**src/design/quick_find_label_table_macros.svh**
```systemverilog
// Assertion macros used by the label table top level.
`ifndef QUICK_FIND_LABEL_TABLE_MACROS_SVH
`define QUICK_FIND_LABEL_TABLE_MACROS_SVH

`ifndef SYNTHESIS

`define QFLT_ASSERT_IMPLIES(name, clk, rst_n, cond, expr) \
    name: assert property (@(posedge clk) disable iff (!rst_n) (cond) |-> (expr)) \
        else $error("assertion failed");

`define QFLT_ASSERT_NEXT(name, clk, rst_n, cond, expr) \
    name: assert property (@(posedge clk) disable iff (!rst_n) (cond) |=> (expr)) \
        else $error("assertion failed");

`else

`define QFLT_ASSERT_IMPLIES(name, clk, rst_n, cond, expr)

`define QFLT_ASSERT_NEXT(name, clk, rst_n, cond, expr)

`endif

`endif

```
**src/design/qflt_pkg.sv**
```systemverilog
// Types, codes and sizes shared by the label table modules.
package qflt_pkg;

    localparam int ENTRIES = 1024;
    localparam int IDX_W   = 10;
    localparam int LABEL_W = 10;
    localparam int CNT_W   = 11;
    localparam int QDEPTH  = 4;
    localparam int QPTR_W  = 2;
    localparam int QCNT_W  = 3;

    localparam logic [CNT_W-1:0] ENTRIES_CNT = CNT_W'(ENTRIES);

    typedef enum logic [1:0] {
        OP_APPEND = 2'd0,
        OP_MERGE  = 2'd1,
        OP_QUERY  = 2'd2
    } opcode_t;

    typedef enum logic [2:0] {
        ST_OK         = 3'd0,
        ST_IGNORED    = 3'd1,
        ST_TOO_LARGE  = 3'd2,
        ST_MUTUAL_BAD = 3'd3,
        ST_FULL       = 3'd4,
        ST_RANGE      = 3'd5
    } status_t;

    typedef enum logic [2:0] {
        K_NOTE,
        K_FRESH,
        K_COPY,
        K_QUERY,
        K_MERGE
    } kind_t;

    typedef struct packed {
        logic [1:0]       opcode;
        logic [IDX_W-1:0] first_index;
        logic [IDX_W-1:0] second_index;
    } in_t;

    typedef struct packed {
        logic [LABEL_W-1:0] label;
        logic [CNT_W-1:0]   entry_count;
        logic [CNT_W-1:0]   label_count;
        logic [2:0]         status;
    } out_t;

    typedef struct packed {
        kind_t              kind;
        logic [IDX_W-1:0]   first;
        logic [IDX_W-1:0]   second;
        logic [LABEL_W-1:0] label;
        logic [CNT_W-1:0]   entry_count;
        logic [CNT_W-1:0]   label_count;
        status_t            status;
    } cmd_t;

endpackage

```
**src/design/qflt_cmd_fifo.sv**
```systemverilog
// Short command queue between the front end and the table engine.
module qflt_cmd_fifo (
    input  logic           clk,
    input  logic           rst_n,
    input  logic           wr_en,
    input  qflt_pkg::cmd_t wr_data,
    output logic           full,
    input  logic           rd_en,
    output qflt_pkg::cmd_t rd_data,
    output logic           empty
);
    import qflt_pkg::*;

    cmd_t              slot_reg [QDEPTH];
    logic [QPTR_W-1:0] wr_ptr_reg;
    logic [QPTR_W-1:0] rd_ptr_reg;
    logic [QCNT_W-1:0] count_reg;
    logic              do_wr;
    logic              do_rd;

    assign full    = (count_reg == QCNT_W'(QDEPTH));
    assign empty   = (count_reg == '0);
    assign do_wr   = wr_en && !full;
    assign do_rd   = rd_en && !empty;
    assign rd_data = slot_reg[rd_ptr_reg];

    always_ff @(posedge clk)
    begin
        if (do_wr)
        begin
            slot_reg[wr_ptr_reg] <= wr_data;
        end
    end

    always_ff @(posedge clk or negedge rst_n)
    begin
        if (!rst_n)
        begin
            wr_ptr_reg <= '0;
            rd_ptr_reg <= '0;
            count_reg  <= '0;
        end
        else
        begin
            if (do_wr)
            begin
                wr_ptr_reg <= wr_ptr_reg + QPTR_W'(1);
            end
            if (do_rd)
            begin
                rd_ptr_reg <= rd_ptr_reg + QPTR_W'(1);
            end
            if (do_wr && !do_rd)
            begin
                count_reg <= count_reg + QCNT_W'(1);
            end
            else if (do_rd && !do_wr)
            begin
                count_reg <= count_reg - QCNT_W'(1);
            end
        end
    end

endmodule

```
**config.mk**
```make
export PLATFORM = sky130hd
export DESIGN_NAME = qflt_cmd_fifo
export DESIGN_NICKNAME = d
export VERILOG_FILES = /design/src/design/quick_find_label_table_macros.svh /design/src/design/qflt_pkg.sv /design/src/design/qflt_cmd_fifo.sv
export SDC_FILE = /design/constraint.sdc
export NUM_CORES = 1
export LEC_CHECK = 0
export ABC_AREA = 1
export BUFFER_PORTS_ARGS = -buffer_cell sky130_fd_sc_hd__buf_2
export CORE_ASPECT_RATIO = 0.9
export CORE_MARGIN = 2
export CORE_UTILIZATION = 45
export CTS_CLUSTER_DIAMETER = 100
export DETAILED_ROUTE_END_ITERATION = 10
export GPL_TIMING_DRIVEN = 0
export HOLD_SLACK_MARGIN = 0.08
export REMOVE_ABC_BUFFERS = 1
export SETUP_SLACK_MARGIN = 0.1
export SLEW_MARGIN = 20
export SYNTH_ARGS = -nofsm -noshare
export SYNTH_HDL_FRONTEND = slang
export SYNTH_SLANG_ARGS = --single-unit
```
**constraint.sdc**
```tcl
create_clock -name clk -period 8.4 [get_ports clk]
set_input_delay 1.68 -clock clk [delete_from_list [all_inputs] [get_ports clk]]
set_output_delay 1.68 -clock clk [all_outputs]
set_load 0.1 [all_outputs]
```
==> out/metrics.yaml <==
status: "finished, final reports clean"
post_cts_resize_count: 0
htreeDepth: 1
period_needed_ps: 4300
slew_headroom_pct: 54.0
cts_buffers: 26
yosysTopAreaCell: "edfxtp_1"
holdWs_ps: 527
cts_buffer_depth: 3
viasPerCell: 4.97
fmax_ghz: 0.232
post_synth_fa_ha_maj_area_fraction_pct: 0.822
grt_first_pass_wirelength_um: 31000
synth.avg_cell_area_um2: 13.6
worst_slew_pin_slew_ps: 688
netlist.area_leader.share_pct: 69.4
ys_warn_count: 0
start_util_pct: 46.1
ant_nets: 0
drv_slew: 0
synthCells: 738
grt.total_usage_pct: 16.8
synthMuxAreaShare_pct: 0
setup_tns_ps: 0
setup_slack_ps: 4100
cts_setup_buffers: 0
worstPathCellList: "inv_4, buf_16, o211ai_1, nand2_1, buf_2"
synth_xor_area_share_pct: 0.0872
yosys-top-cells-area: "edfxtp_1, o211ai_2, nand2_1"
grt_pass1_vias: 5954
fill_cells: 1794
crit_arrival_ps: 2620
drive_above_1_share_pct: 28.0
seq_area_frac_synth_pct: 71.1
io_pins: 122
area_growth_pct: 19.1
critical-path-top-delay-family: "buffers and inverters"
rsz0062_at_grt: "false"
hold_depth: 2
cp.depth: 5
drv_cap: 0
grt_max_degree: 125
hold_path.class: "flip-flop to flip-flop"
ys.flop_type: "edfxtp_1"
ff2ff_path_depth: 6
synth_most_common_cell: "edfxtp_1"
synthesis.area_um2: 10000
worstPathMaxFanout: 40
grt-ovfl-total: 0
wire_per_inst_um: 16.8
vias: 5838
cts_sinks: 239
cts_tree: "built"
finalNetCount: 932
fp.dieH_um: 146
largest_reg_flops: 232
slowest_delay_ps: 710
synth_top_family_by_area: "compound AO/OA/AOI/OAI gates"
first_pass_iters: 4
clock-root-buffer: "clkbuf_16"
cts_hold_buf: 0
synthTopCellsByCount: "edfxtp_1, nand2_1, inv_1"
critPathBufInv: 3
crit_slowest_cell: "dfrtp_4"
clk_latency_ps: 510
yosys.area_share.simple_pct: 7.74
dpl.hpwl_um: 12300
fp.dieW_um: 161
core-area_um2: 21800
synth.distinct_cells: 19
drt-total-wl_um: 19700
ys_async_sr_fraction_pct: 2.93
num_rows: 51
worst_ep_required_time_ps: 6720
place_congestion: 0.731
antenna_found_initial: 3
setup_viol: 0
crit_type: "flip-flop to output pin"
dp_slack_ps: 4620
synth_compound_area_share_pct: 12.2
dieArea_um2: 23500
cp-end-kind: "output pin"
drtIter0Drc: 287
ys_ff_latch: 239
hold_viol: 0
synth_edf_count: 232
fin_skew_ps: 7.20
post-route-period-util_pct: 51.2
critPathLaunchType: "flip-flop"
numPortBuffers: 121
clkSlewWorstSetupHoldPaths_ps: 50
drc: 0
==> kinds of logic (layout without fill, tap and decap cells) <==
family                     Yosys count  in the layout
AOI/OAI and AO/OA                  117            117
and+or+nand+nor                    204            204
other                                0              2
xor gates and xnor gates             1              1
adders and majority gates            6              6
DFF                                239            239
buffers and inverters              171            315
==> layer usage <==
metal  routed length (um)  part of all wire [%]  global-route usage [%]  vias up
met3                 1300                   6.6                    3.96       34
met5                    9                 0.046                       0        -
met1                 8210                    42                    21.6     2848
met2                 9800                    50                    28.8      130
li1                     -                     -                       -     2824
met4                  374                   1.9                    4.33        2
==> worst paths after layout <==
| path | start | to | slack [ps] |
|---|---|---|---|
| min in group asynchronous | rst_n | wr_ptr_reg[0] | 990 |
| setup / recovery | rd_ptr_reg[1] | rd_data[13] | 4100 |
| hold reg to reg | count_reg[2] | count_reg[2] | 530 |
| hold / removal | count_reg[2] | count_reg[2] | 530 |
| setup reg to reg | count_reg[1] | slot_reg[1][29] | 6050 |
| max in group asynchronous | rst_n | rd_ptr_reg[1] | 7230 |
==> stage by stage <==
stage | cells | utilization (%) | instance area, um2
3_3_place_gp | 1112 | 49.2 | 10700
2_1_floorplan | 700 | - | 9730
6_report | 1175 | 54.9 | 12000
5_1_grt | 1174 | 54.9 | 12000
4_1_cts | 1173 | 54.9 | 12000
3_5_place_dp | 1127 | 51.2 | 11100
==> worst min-delay path: stages, from the launching register on <==
cell	delay, ps
dfrtp_1	370
nand2_1	70
nand2_1	60
==> layout make-up <==
type                            count  area [um2]  share of cell area (%)
Sequential cell                   239        7150                    59.8
Clock buffer                       35         706                    5.90
Tap cell                          291         364                    3.05
Antenna cell                        2        5.00                  0.0419
Timing Repair Buffer              136        1000                    8.39
Inverter                          133         514                    4.30
Clock inverter                     11        98.8                   0.827
Multi-Input combinational cell    328        2120                    17.7
==> cell usage in the layout (no fill, tap or decap), types with 4 or more instances in the layout <==
cell type	synthesis	final
buf_16	0	13
buf_2	12	121
clkbuf_1	3	8
clkbuf_16	0	27
clkinv_1	0	5
clkinv_2	0	4
dfrtp_1	7	6
edfxtp_1	232	232
ha_1	5	5
inv_1	129	129
nand2_1	192	192
nand3_1	7	7
nor2_4	0	4
o211ai_1	47	47
o211ai_2	69	69
Power is not shown: default switching activity piles up to over one toggle a cycle in this logic, so the estimate is an artifact.
